==> src/hdl/stqbf_pkg.sv <==
package stqbf_pkg;

  // Field widths of one task beat
  localparam int unsigned PRI_W   = 8;
  localparam int unsigned CPX_W   = 8;
  localparam int unsigned HRS_W   = 16;
  localparam int unsigned WORD_W  = PRI_W + CPX_W + HRS_W;
  localparam int unsigned DAYS_W  = 16;
  localparam int unsigned BUD_W   = 21;  // DAYS_W plus room for the factor 24
  localparam int unsigned OUT_CNT_W = 7;

  localparam int unsigned HOURS_PER_DAY = 24;

  // Input action codes
  localparam logic ACT_INSERT   = 1'b0;
  localparam logic ACT_EVALUATE = 1'b1;

  typedef logic [WORD_W-1:0] task_word_t;

  typedef enum logic [2:0] {
    S_IDLE,
    S_INS_READ,
    S_INS_STEP,
    S_PUT_FRONT,
    S_EVAL_READ,
    S_EVAL_STEP,
    S_FINISH
  } state_t;

  typedef enum logic [2:0] {
    OP_NONE,
    OP_LOAD,
    OP_READ,
    OP_INS_STEP,
    OP_PUT_FRONT,
    OP_EVAL_STEP,
    OP_RESULT
  } dp_op_t;

  typedef struct packed {
    logic greater;     // stored key sorts after the new key
    logic idx_zero;    // walk index at the front of the list
    logic over;        // running sum went past the budget
    logic last;        // walk index is the last stored entry
    logic count_zero;
    logic count_full;
  } dp_status_t;

  // Sort key: priority ascending, complexity descending, hours ascending
  function automatic task_word_t sort_key(input task_word_t w);
    sort_key = {w[WORD_W-1 -: PRI_W], ~w[HRS_W +: CPX_W], w[HRS_W-1:0]};
  endfunction

endpackage

==> src/hdl/stqbf_dp.sv <==
module stqbf_dp #(
  parameter int unsigned QUEUE_DEPTH = 64
) (
  input  logic                              clk,
  input  logic                              rst,
  input  stqbf_pkg::dp_op_t                 op,
  input  logic                              action,
  input  logic [stqbf_pkg::PRI_W-1:0]       task_priority,
  input  logic [stqbf_pkg::CPX_W-1:0]       task_complexity,
  input  logic [stqbf_pkg::HRS_W-1:0]       task_hours,
  input  logic                              cfg_wr_en,
  input  logic [stqbf_pkg::DAYS_W-1:0]      cfg_wr_data,
  output stqbf_pkg::dp_status_t             status,
  output logic [stqbf_pkg::OUT_CNT_W-1:0]   fit_count,
  output logic                              queue_full,
  output logic [stqbf_pkg::OUT_CNT_W-1:0]   stored_count
);

  localparam int unsigned AW    = $clog2(QUEUE_DEPTH);
  localparam int unsigned CW    = $clog2(QUEUE_DEPTH + 1);
  localparam int unsigned SUM_W = stqbf_pkg::HRS_W + CW;
  localparam int unsigned CMP_W = (SUM_W > stqbf_pkg::BUD_W) ? SUM_W : stqbf_pkg::BUD_W;

  stqbf_pkg::task_word_t mem [QUEUE_DEPTH];
  stqbf_pkg::task_word_t rd_data;
  stqbf_pkg::task_word_t word;
  stqbf_pkg::task_word_t wr_data;

  logic [AW-1:0]                  idx;
  logic [AW-1:0]                  rd_addr;
  logic [AW-1:0]                  wr_addr;
  logic                           rd_en;
  logic                           wr_en;
  logic [CW-1:0]                  count;
  logic [CW-1:0]                  fit;
  logic [CW-1:0]                  idx_inc;
  logic [SUM_W-1:0]               sum;
  logic [SUM_W-1:0]               sum_next;
  logic [stqbf_pkg::BUD_W-1:0]    budget_hours;
  logic                           full_flag;

  assign idx_inc  = CW'(idx) + CW'(1);
  assign sum_next = sum + SUM_W'(rd_data[stqbf_pkg::HRS_W-1:0]);

  assign status.greater    = stqbf_pkg::sort_key(rd_data) > stqbf_pkg::sort_key(word);
  assign status.idx_zero   = (idx == '0);
  assign status.over       = CMP_W'(sum_next) > CMP_W'(budget_hours);
  assign status.last       = (idx_inc == count);
  assign status.count_zero = (count == '0);
  assign status.count_full = (count == CW'(QUEUE_DEPTH));

  // Memory port control
  always_comb begin
    rd_en   = 1'b0;
    rd_addr = idx;
    wr_en   = 1'b0;
    wr_addr = idx + AW'(1);
    wr_data = word;
    unique case (op)
      stqbf_pkg::OP_READ: begin
        rd_en = 1'b1;
      end
      stqbf_pkg::OP_INS_STEP: begin
        // shift the larger entry up one slot, or drop the new task in its gap
        rd_en   = 1'b1;
        rd_addr = idx - AW'(1);
        wr_en   = 1'b1;
        wr_data = status.greater ? rd_data : word;
      end
      stqbf_pkg::OP_PUT_FRONT: begin
        wr_en   = 1'b1;
        wr_addr = '0;
      end
      stqbf_pkg::OP_EVAL_STEP: begin
        rd_en   = 1'b1;
        rd_addr = idx + AW'(1);
      end
      default: begin
      end
    endcase
  end

  always_ff @(posedge clk) begin
    if (wr_en) begin
      mem[wr_addr] <= wr_data;
    end
    if (rd_en) begin
      rd_data <= mem[rd_addr];
    end
  end

  // Walk registers and result payload
  always_ff @(posedge clk) begin
    unique case (op)
      stqbf_pkg::OP_LOAD: begin
        word      <= {task_priority, task_complexity, task_hours};
        idx       <= (action == stqbf_pkg::ACT_EVALUATE) ? '0 : AW'(count - CW'(1));
        sum       <= '0;
        fit       <= '0;
        full_flag <= (action == stqbf_pkg::ACT_INSERT) && status.count_full;
      end
      stqbf_pkg::OP_INS_STEP: begin
        if (status.greater) begin
          idx <= idx - AW'(1);
        end
      end
      stqbf_pkg::OP_EVAL_STEP: begin
        sum <= sum_next;
        if (!status.over) begin
          fit <= idx_inc;
          idx <= idx + AW'(1);
        end
      end
      stqbf_pkg::OP_RESULT: begin
        fit_count    <= stqbf_pkg::OUT_CNT_W'(fit);
        queue_full   <= full_flag;
        stored_count <= stqbf_pkg::OUT_CNT_W'(count);
      end
      default: begin
      end
    endcase
  end

  // Entry count and budget register
  always_ff @(posedge clk) begin
    if (rst) begin
      count        <= '0;
      budget_hours <= '0;
    end else begin
      if (cfg_wr_en) begin
        budget_hours <= stqbf_pkg::BUD_W'(cfg_wr_data) *
                        stqbf_pkg::BUD_W'(stqbf_pkg::HOURS_PER_DAY);
      end
      if ((op == stqbf_pkg::OP_PUT_FRONT) ||
          ((op == stqbf_pkg::OP_INS_STEP) && !status.greater)) begin
        count <= count + CW'(1);
      end
    end
  end

endmodule

==> src/hdl/stqbf_ctrl.sv <==
module stqbf_ctrl (
  input  logic                   clk,
  input  logic                   rst,
  input  logic                   in_valid,
  output logic                   in_ready,
  input  logic                   action,
  output logic                   out_valid,
  input  logic                   out_ready,
  input  stqbf_pkg::dp_status_t  status,
  output stqbf_pkg::dp_op_t      op
);

  stqbf_pkg::state_t state;
  stqbf_pkg::state_t state_next;
  logic              out_valid_next;

  always_ff @(posedge clk) begin
    if (rst) begin
      state     <= stqbf_pkg::S_IDLE;
      out_valid <= 1'b0;
    end else begin
      state     <= state_next;
      out_valid <= out_valid_next;
    end
  end

  always_comb begin
    state_next     = state;
    op             = stqbf_pkg::OP_NONE;
    in_ready       = 1'b0;
    // drop the result once taken
    out_valid_next = out_valid && !out_ready;
    unique case (state)
      stqbf_pkg::S_IDLE: begin
        in_ready = 1'b1;
        if (in_valid) begin
          op = stqbf_pkg::OP_LOAD;
          if (action == stqbf_pkg::ACT_EVALUATE) begin
            state_next = status.count_zero ? stqbf_pkg::S_FINISH : stqbf_pkg::S_EVAL_READ;
          end else if (status.count_full) begin
            state_next = stqbf_pkg::S_FINISH;
          end else if (status.count_zero) begin
            state_next = stqbf_pkg::S_PUT_FRONT;
          end else begin
            state_next = stqbf_pkg::S_INS_READ;
          end
        end
      end
      stqbf_pkg::S_INS_READ: begin
        op         = stqbf_pkg::OP_READ;
        state_next = stqbf_pkg::S_INS_STEP;
      end
      stqbf_pkg::S_INS_STEP: begin
        op = stqbf_pkg::OP_INS_STEP;
        if (!status.greater) begin
          state_next = stqbf_pkg::S_FINISH;
        end else if (status.idx_zero) begin
          state_next = stqbf_pkg::S_PUT_FRONT;
        end
      end
      stqbf_pkg::S_PUT_FRONT: begin
        op         = stqbf_pkg::OP_PUT_FRONT;
        state_next = stqbf_pkg::S_FINISH;
      end
      stqbf_pkg::S_EVAL_READ: begin
        op         = stqbf_pkg::OP_READ;
        state_next = stqbf_pkg::S_EVAL_STEP;
      end
      stqbf_pkg::S_EVAL_STEP: begin
        op = stqbf_pkg::OP_EVAL_STEP;
        if (status.over || status.last) begin
          state_next = stqbf_pkg::S_FINISH;
        end
      end
      stqbf_pkg::S_FINISH: begin
        // hold until the output register is free
        if (!out_valid || out_ready) begin
          op             = stqbf_pkg::OP_RESULT;
          out_valid_next = 1'b1;
          state_next     = stqbf_pkg::S_IDLE;
        end
      end
      default: begin
        state_next = stqbf_pkg::S_IDLE;
      end
    endcase
  end

endmodule

==> src/hdl/sorted_task_queue_budget_fit_unit.sv <==
// Sorted task queue with budget fit.
// Input channel (in_valid/in_ready): one beat carries action plus the task
// fields. Action insert places the task in a list sorted by priority
// ascending, complexity descending, hours ascending, after any equal keys;
// a full list drops the task and reports queue_full. Action evaluate walks
// the list from the front and reports in fit_count the longest prefix whose
// summed hours stay within budget_days * 24.
// Output channel (out_valid/out_ready): exactly one beat per input beat,
// with stored_count giving the entries held afterwards.
// Configuration: cfg_wr_en with cfg_wr_data writes budget_days at once.
// Timing: the entry store is a memory with one write and one registered
// read port, so the walk advances one entry per cycle. An insert reads the
// last entry, shifts each larger one up a slot and puts the task in the gap
// or at the front; an evaluate reads from the front until the budget is
// passed or the list ends. An empty list or an insert into a full one skips
// the walk. One item is in work at a time: the next beat can be taken in the
// cycle after the result enters the output register, even while it waits.
// Reset (rst, synchronous) empties the list and clears the budget; the store
// itself needs no clearing pass. A stalled receiver holds the result and,
// once the next item is finished, holds the block until the beat is taken.
module sorted_task_queue_budget_fit_unit #(
  parameter int unsigned QUEUE_DEPTH = 64
) (
  input  logic                              clk,
  input  logic                              rst,
  input  logic                              in_valid,
  output logic                              in_ready,
  input  logic                              action,
  input  logic [stqbf_pkg::PRI_W-1:0]       task_priority,
  input  logic [stqbf_pkg::CPX_W-1:0]       task_complexity,
  input  logic [stqbf_pkg::HRS_W-1:0]       task_hours,
  output logic                              out_valid,
  input  logic                              out_ready,
  output logic [stqbf_pkg::OUT_CNT_W-1:0]   fit_count,
  output logic                              queue_full,
  output logic [stqbf_pkg::OUT_CNT_W-1:0]   stored_count,
  input  logic                              cfg_wr_en,
  input  logic [stqbf_pkg::DAYS_W-1:0]      cfg_wr_data
);

  stqbf_pkg::dp_op_t     op;
  stqbf_pkg::dp_status_t status;

  // Sequencer: decides each cycle what the datapath does
  stqbf_ctrl u_ctrl (
    .clk       (clk),
    .rst       (rst),
    .in_valid  (in_valid),
    .in_ready  (in_ready),
    .action    (action),
    .out_valid (out_valid),
    .out_ready (out_ready),
    .status    (status),
    .op        (op)
  );

  // Store, walk index, running sum and result register
  stqbf_dp #(
    .QUEUE_DEPTH (QUEUE_DEPTH)
  ) u_dp (
    .clk             (clk),
    .rst             (rst),
    .op              (op),
    .action          (action),
    .task_priority   (task_priority),
    .task_complexity (task_complexity),
    .task_hours      (task_hours),
    .cfg_wr_en       (cfg_wr_en),
    .cfg_wr_data     (cfg_wr_data),
    .status          (status),
    .fit_count       (fit_count),
    .queue_full      (queue_full),
    .stored_count    (stored_count)
  );

endmodule

==> config.mk <==
export PLATFORM = sky130hd
export DESIGN_NAME = sorted_task_queue_budget_fit_unit
export DESIGN_NICKNAME = d
export VERILOG_FILES = /design/src/hdl/stqbf_pkg.sv /design/src/hdl/stqbf_dp.sv /design/src/hdl/stqbf_ctrl.sv /design/src/hdl/sorted_task_queue_budget_fit_unit.sv
export SDC_FILE = /design/constraint.sdc
export NUM_CORES = 2
export LEC_CHECK = 0
export CAP_MARGIN = 5
export CORE_MARGIN = 3
export CORE_UTILIZATION = 65
export DETAILED_ROUTE_END_ITERATION = 8
export DONT_BUFFER_PORTS = 1
export GPL_TIMING_DRIVEN = 1
export PLACE_DENSITY = 0.81
export SETUP_SLACK_MARGIN = 0.2
export SYNTH_ARGS = -nofsm -noshare
export SYNTH_HDL_FRONTEND = slang
export SYNTH_SLANG_ARGS = --single-unit
export TNS_END_PERCENT = 1
==> constraint.sdc <==
create_clock -name clk -period 11.6 [get_ports clk]
set_input_delay 1.16 -clock clk [delete_from_list [all_inputs] [get_ports clk]]
set_output_delay 1.16 -clock clk [all_outputs]
set_load 0.02 [all_outputs]
==> Yosys cells after proc, flatten, opt, wreduce, memory -nomap -nowiden <==
Memory sizes are Yosys's and may differ from the RTL's. A register that Yosys moved wholly into a read port is not among the register bits.
Index checks and enable logic that the tools add are counted.
{ "word_totals": {"regBits": 113, "mem_count": 1, "wordCells": 96, "ramBits": 2048} }
{ "mem_list": {"columns": ["name", "words", "width", "read_ports", "rd_clocked_by_memory_dff", "wr", "line_no", "text"], "rows": [
  ["u_dp.mem", 64, 32, 1, 1, 1, "stqbf_dp.sv:24", "stqbf_pkg::task_word_t mem [QUEUE_DEPTH];"]
]} }
{ "classes": {"multipliers": 1, "bitwise": 3, "n_addsub": 6, "mux": 31, "n_eq_ne": 20, "reduce_logical": 20, "n_lt_le_gt_ge": 2} }
{ "ops": {"columns": ["op", "n"], "rows": [
  ["two-way mux 32 bit", 2],
  ["case mux 23 bit (2 select lines)", 1],
  ["> comparator 32 bit", 1],
  ["two-way mux 3 bit", 8],
  ["two-way mux 6 bit", 4],
  ["adder 23 x 16 -> 23 bit", 1],
  ["> comparator 23 x 21 -> 1 bit", 1],
  ["case mux 3 bit (7 select lines)", 1],
  ["== test 3 bit (second input constant)", 6],
  ["multiplier 16 x 2 -> 18 bit (second input constant)", 1],
  ["case mux 3 bit (6 select lines)", 1],
  ["case mux 6 bit (3 select lines)", 1],
  ["inverter 8 bit", 2],
  ["case mux 7 bit (2 select lines)", 1],
  ["== test 3 x 2 -> 1 bit (second input constant)", 4],
  ["case mux 6 bit (2 select lines)", 1],
  ["subtractor 6 x 1 -> 6 bit (second input constant)", 2],
  ["two-way mux 1 bit", 8],
  ["adder 6 x 1 -> 7 bit (second input constant)", 1],
  ["adder 7 x 1 -> 7 bit (second input constant)", 1],
  ["== test 7 bit", 1],
  ["== test 7 bit (second input constant)", 1],
  ["zero test 7 bit", 1],
  ["two-way mux 7 bit", 1],
  ["19 further kinds", 31]
]} }

==> Logic depth before layout (Yosys ltp) <==
{ "depth": {"word_depth": 9, "mapped_depth": 20, "mapped_depth_nobuf": 20} }

==> Cells and area by module <==
A second synthesis with hierarchy kept.
{ "unflattened": {"cells_unflattened": 6240, "hier_area_um2": 89550.9} }
{ "modules_own_cells": {"columns": ["module", "n_inst", "area_per_inst_um2", "cells_each", "seq_area_each_um2"], "rows": [
  ["stqbf_dp", 1, 89206.8, 6194, 65482.8],
  ["stqbf_ctrl", 1, 344.1, 46, 80.1]
]} }

==> Least setup slack after synthesis <==
OpenSTA, ideal clock, no wires.
{ "synth_timing": {"path_type": "reg-to-reg", "startpoint": "register u_dp.rd_data[4], read port of u_dp.mem", "endpoint": "memory u_dp.mem[0][16] (netlist bit) (data pin)", "path_slack_ns": 6.302, "path_stages_with_launch": 11, "t_arrival_ns": 4.596, "n_path_buf": 1, "cell_sequence": "edfxtp_1 ha_1 nand3_1 o21bai_1 a31o_2 a2111o_1 nand4b_1 and2_1 nand2_1 clkbuf_1 o21ai_0"} }
{ "synth_via": {"elab_chain_len": 3} }
{ "synth_lines": {"columns": ["item", "line_no", "text"], "rows": [
  ["from (decl)", "stqbf_dp.sv:25", "stqbf_pkg::task_word_t rd_data;"],
  ["> comparator 32 bit", "stqbf_dp.sv:45", "assign status.greater = stqbf_pkg::sort_key(rd_data) > stqbf_pkg::sort_key(word);"],
  ["two-way mux 32 bit", "stqbf_dp.sv:68", "wr_data = status.greater ? rd_data : word;"],
  ["two-way mux 32 bit", "stqbf_dp.sv:59", "unique case (op)"],
  ["net u_dp.wr_data[16]", "stqbf_dp.sv:27", "stqbf_pkg::task_word_t wr_data;"],
  ["to (decl)", "stqbf_dp.sv:24", null]
]} }
The timed path passes the listed nets, and every way through them passes these cells.

==> Worst setup path in the final report <==
{ "layout_timing": {"startpoint": "register u_dp.idx[0]", "endpoint": "register u_dp.rd_data[14], read port of u_dp.mem (data pin)"} }
{ "layout_via": {"elab_chain_len": 2, "word_cells_on_any_way": 3} }
{ "layout_lines": {"columns": ["item", "line_no", "text"], "rows": [
  ["from (decl)", "stqbf_dp.sv:29", "logic [AW-1:0] idx;"],
  ["from (signal assigned)", "stqbf_dp.sv:97", "idx <= (action == stqbf_pkg::ACT_EVALUATE) ? '0 : AW'(count - CW'(1));"],
  ["from (signal assigned)", "stqbf_dp.sv:104", "idx <= idx - AW'(1);"],
  ["from (signal assigned)", "stqbf_dp.sv:111", "idx <= idx + AW'(1);"],
  ["adder 6 x 1 -> 6 bit / subtractor 6 x 1 -> 6 bit (equally long branches)", "stqbf_dp.sv:76, stqbf_dp.sv:66", null],
  ["case mux 6 bit (2 select lines) *", "stqbf_dp.sv:59", null]
]} }
Mark *: on every way between the ends. The rest lies on a longest branch, timed or not.
A chain may end at the register's enable or synchronous reset.

==> flow_summary.json <==
{
  "wirelength_mm": 253,
  "num_rows": 132,
  "synth.cell_area_um2": 85800,
  "p_sw_share_pct": 37.6,
  "weighted_congestion_at_the_end_of_routability_driven_global_placement": 0.891,
  "vdd_ir_drop_max_v": 0.000398,
  "setup.worst_path.start": "u_dp.idx[0]",
  "holdWs_ps": 395,
  "route.detailed.drc": 0,
  "grt.overflow.total": 0,
  "timing.critical_path.fanout_max": 84,
  "average_routed_wire_per_standard_cell_um": 40.8,
  "synth-warning-count": 0,
  "total_die_area_um2": 136000,
  "dr.first_iter.drc_count": 8716,
  "drt_pre_antenna_iters": 9,
  "final_min_period_over_clock_period_pct": 56.9,
  "power_density_nw_per_um2": 307,
  "wl_met3_mm": 37.4,
  "clock_path_buffers": 3,
  "wirelength_met1_mm": 78.5,
  "mostFrequentLayoutCells": "2164 x sky130_fd_sc_hd__edfxtp_1, 513 x sky130_fd_sc_hd__mux4_2, 220 x sky130_fd_sc_hd__o22ai_1",
  "vias_per_cell": 7.73,
  "failing_checks": "max-capacitance violations, max-slew violations",
  "clk_pin_slew_ps": 60,
  "layout_cell_share_with_drive_strength_beyond_1_pct": 23.8,
  "seq_power_share_pct": 35.7,
  "dp.final_hpwl_mm": 122,
  "routed-via-count": 47890,
  "finish.net_count": 4417,
  "portBuffers": 0,
  "start_util_pct": 65.9,
  "cts.sinks": 2193,
  "setup.reg_to_reg.worst_slack_ps": 5000,
  "setup_total_negative_slack_ps": 0,
  "design.portCount": 71,
  "cts_resized": 0,
  "vias_in_the_first_global_route": 48111,
  "fp.dieH_um": 369,
  "power.clock.fraction_pct": 23.0,
  "wl_met2_mm": 116,
  "max_slew.worst_pin.slew_ps": 1790,
  "synth-edff-count": 2164,
  "endpoint": "u_dp.rd_data[14]",
  "synthDistinctLibCells": 65,
  "pwr-share-comb_pct": 41.3,
  "chipWidth_um": 369,
  "setup.worst_path.class": "flip-flop to flip-flop",
  "number_of_buffers_created_by_cts": 202,
  "track_usage_pct": 37.7,
  "fin_crit_ps": 6600,
  "netSwitchingPower_mw": 11.0,
  "h-tree-depth": 4,
  "mostFrequentLayoutCell": "sky130_fd_sc_hd__edfxtp_1",
  "cp.arrival_ps": 7290,
  "yosysSeqAreaShare_pct": 76.4,
  "postSynthNetCount": 4281,
  "timing.max_cap.violations": 3,
  "n_fill_cell": 6557,
  "synthesized_area_per_cell_um2": 20.8,
  "power_report.internal_total_mw": 18.3,
  "critPathCaptureType": "flip-flop",
  "crit_path_start_kind": "flip-flop",
  "cts_hold_buffers": 0,
  "fin_hold_viols": 0,
  "area_growth_pct": 11.3,
  "timing.final.setup_violations": 0,
  "grt_pass1_wl_mm": 357,
  "reg2reg_depth": 12,
  "antenna_found_initial": 24,
  "max_freq_mhz": 151,
  "slew_headroom_pct": -20.2,
  "cts.repair_timing.setup_buffer_count": 0,
  "top_layer": "met5",
  "ys_seq_elements": 2193,
  "postSynth.asyncResetShare_pct": 0,
  "insertion_delay_ps": 850,
  "cts.root.buffer_cell": "sky130_fd_sc_hd__clkbuf_16",
  "yosys_most_used_dff": "sky130_fd_sc_hd__edfxtp_1",
  "drtAntennaViolNets": 0,
  "grt_setup_unrepaired": "no",
  "outcome": "complete, but fails checks",
  "worstReg2RegStart": "u_dp.idx[0]",
  "critPathRequiredTime_ps": 12290,
  "core_area_um2": 130000,
  "grt_max_degree": 135,
  "number_of_max_slew_violations_in_the_final_report": 5,
  "worst_clock_skew_ps": 64.7,
  "timing.rr.end": "u_dp.rd_data[14]",
  "holdCritPathClass": "input port to flip-flop",
  "tritoncts": "yes",
  "netlist_instances": 4136,
  "power_leakage_nw": 30.2
}
-- synthesized netlist by cell type, drive strengths merged (3+ instances only) --
| cell type | count | area [µm²] |
|---|---|---|
| edfxtp | 2164 | 65000 |
| mux4 | 513 | 11600 |
| o22ai | 220 | 1380 |
| nor2 | 151 | 567 |
| buf | 131 | 658 |
| nor3 | 115 | 576 |
| nand2 | 99 | 379 |
| ha | 89 | 1110 |
| clkbuf | 76 | 285 |
| inv | 73 | 274 |
| a21oi | 64 | 320 |
| a22oi | 41 | 322 |
| xnor2 | 37 | 350 |
| o21ai | 31 | 155 |
| dfxtp | 29 | 581 |
| or4 | 29 | 218 |
| and2 | 28 | 175 |
| nand3 | 27 | 135 |
| xor2 | 27 | 236 |
| mux2 | 24 | 270 |
| and3 | 15 | 93.8 |
| a21o | 13 | 97.6 |
| mux2i | 13 | 134 |
| nand4 | 13 | 81.3 |
| nor2b | 12 | 75.1 |
| a211oi | 9 | 67.6 |
| a31oi | 9 | 56.3 |
| o21a | 9 | 67.6 |
| nand2b | 8 | 50.1 |
| o211ai | 7 | 52.6 |
| a21boi | 5 | 37.5 |
| and4 | 5 | 43.8 |
| a211o | 4 | 35.0 |
| nor3b | 4 | 35.0 |
| nor4 | 4 | 25.0 |
| o21bai | 4 | 30.0 |
| o31ai | 4 | 30.0 |
| or3 | 4 | 25.0 |
| a2111oi | 3 | 26.3 |
| nand3b | 3 | 22.5 |
-- stage by stage --
stage / util (%) / power [mW] / setup WS, ps / cell area (µm²) / std cells
6_report: 73.3 / 29.3 / 5000 / 95500 / 6196
3_5_place_dp: 68.1 / 21.9 / 5270 / 88800 / 5801
2_1_floorplan: - / 18.1 / 6300 / 85800 / 4136
4_1_cts: 73.2 / 28.9 / 5120 / 95300 / 6172
5_1_grt: 73.3 / 30.0 / 4730 / 95500 / 6183
3_3_place_gp: 68.1 / 21.6 / 5410 / 88800 / 5799
-- cell type report --
| class | instances | area, µm² | share of cell area, % |
|---|---|---|---|
| flip-flops and latches | 2193 | 65600 | 68.6 |
| multi-input cells | 1663 | 19800 | 20.7 |
| clock buffers | 253 | 5350 | 5.60 |
| well taps | 1742 | 2180 | 2.28 |
| clock inverters | 118 | 1190 | 1.24 |
| repair buffers | 139 | 1160 | 1.21 |
| inverters | 73 | 274 | 0.287 |
| diodes | 15 | 37.5 | 0.0393 |
-- routing by layer --
metal | vias up | global-route usage, %
met1 | 24195 | 47.4
met5 | - | 0
met3 | 1173 | 12.8
li1 | 17542 | -
met4 | 14 | 25.7
met2 | 4966 | 56.3
-- critical path, cell delays in order (launching register included) --
cell                       delay, ps
sky130_fd_sc_hd__edfxtp_1        710
sky130_fd_sc_hd__inv_1           330
sky130_fd_sc_hd__ha_1            570
sky130_fd_sc_hd__or3b_1          240
sky130_fd_sc_hd__o21ai_1         100
sky130_fd_sc_hd__a221oi_4        340
sky130_fd_sc_hd__buf_12          490
sky130_fd_sc_hd__nand2b_4        560
sky130_fd_sc_hd__buf_4           510
sky130_fd_sc_hd__buf_4           510
sky130_fd_sc_hd__o22ai_1         130
sky130_fd_sc_hd__nor3_1         1410
sky130_fd_sc_hd__or4_1           310
-- how the worst min path moves through the flow --
| stage | startpoint | to | slack (ps) | cells after the start |
|---|---|---|---|---|
| after floorplan | u_dp.fit[0] | u_dp.fit_count[0] | 400 | 0 |
| after global placement | u_dp.fit[2] | u_dp.fit_count[2] | 400 | 0 |
| after detailed placement | u_dp.fit[0] | u_dp.fit_count[0] | 410 | 0 |
| after CTS | rst | u_dp.count[1] | 340 | 1 |
| after global routing | rst | u_dp.count[1] | 370 | 1 |
| final | rst | u_dp.count[1] | 400 | 1 |
-- power groups by stage --
stage               clock network [mW]  registers [mW]  logic (mW)
floorplan                            0            10.4        7.75
global placement                     0            10.5        11.0
detailed placement                   0            10.5        11.3
CTS                               6.75            10.4        11.8
global route                      7.02            10.4        12.5
finish                            6.74            10.4        12.1
-- registers in the layout (all words and copies together), names as in the netlist --
register,flops
u_dp.mem,2048
u_dp.count,7
u_ctrl.state,3
u_dp.word,32
u_dp.queue_full,1
u_dp.stored_count,7
u_ctrl.out_valid,1
u_dp.budget_hours,18
u_dp.full_flag,1
u_dp.fit,7
u_dp.rd_data,32
u_dp.fit_count,7
u_dp.sum,23
u_dp.idx,6
-- kinds of logic after synthesis --
kind of cell	Yosys count	share of synthesized area, %
xor+xnor	64	0.684
flops	2193	76.4
compound gates	434	3.24
mux	550	13.9
simple gates	524	2.99
fa+ha+maj	91	1.34
buf+inv	280	1.42
(Power assumes the default switching activity.)
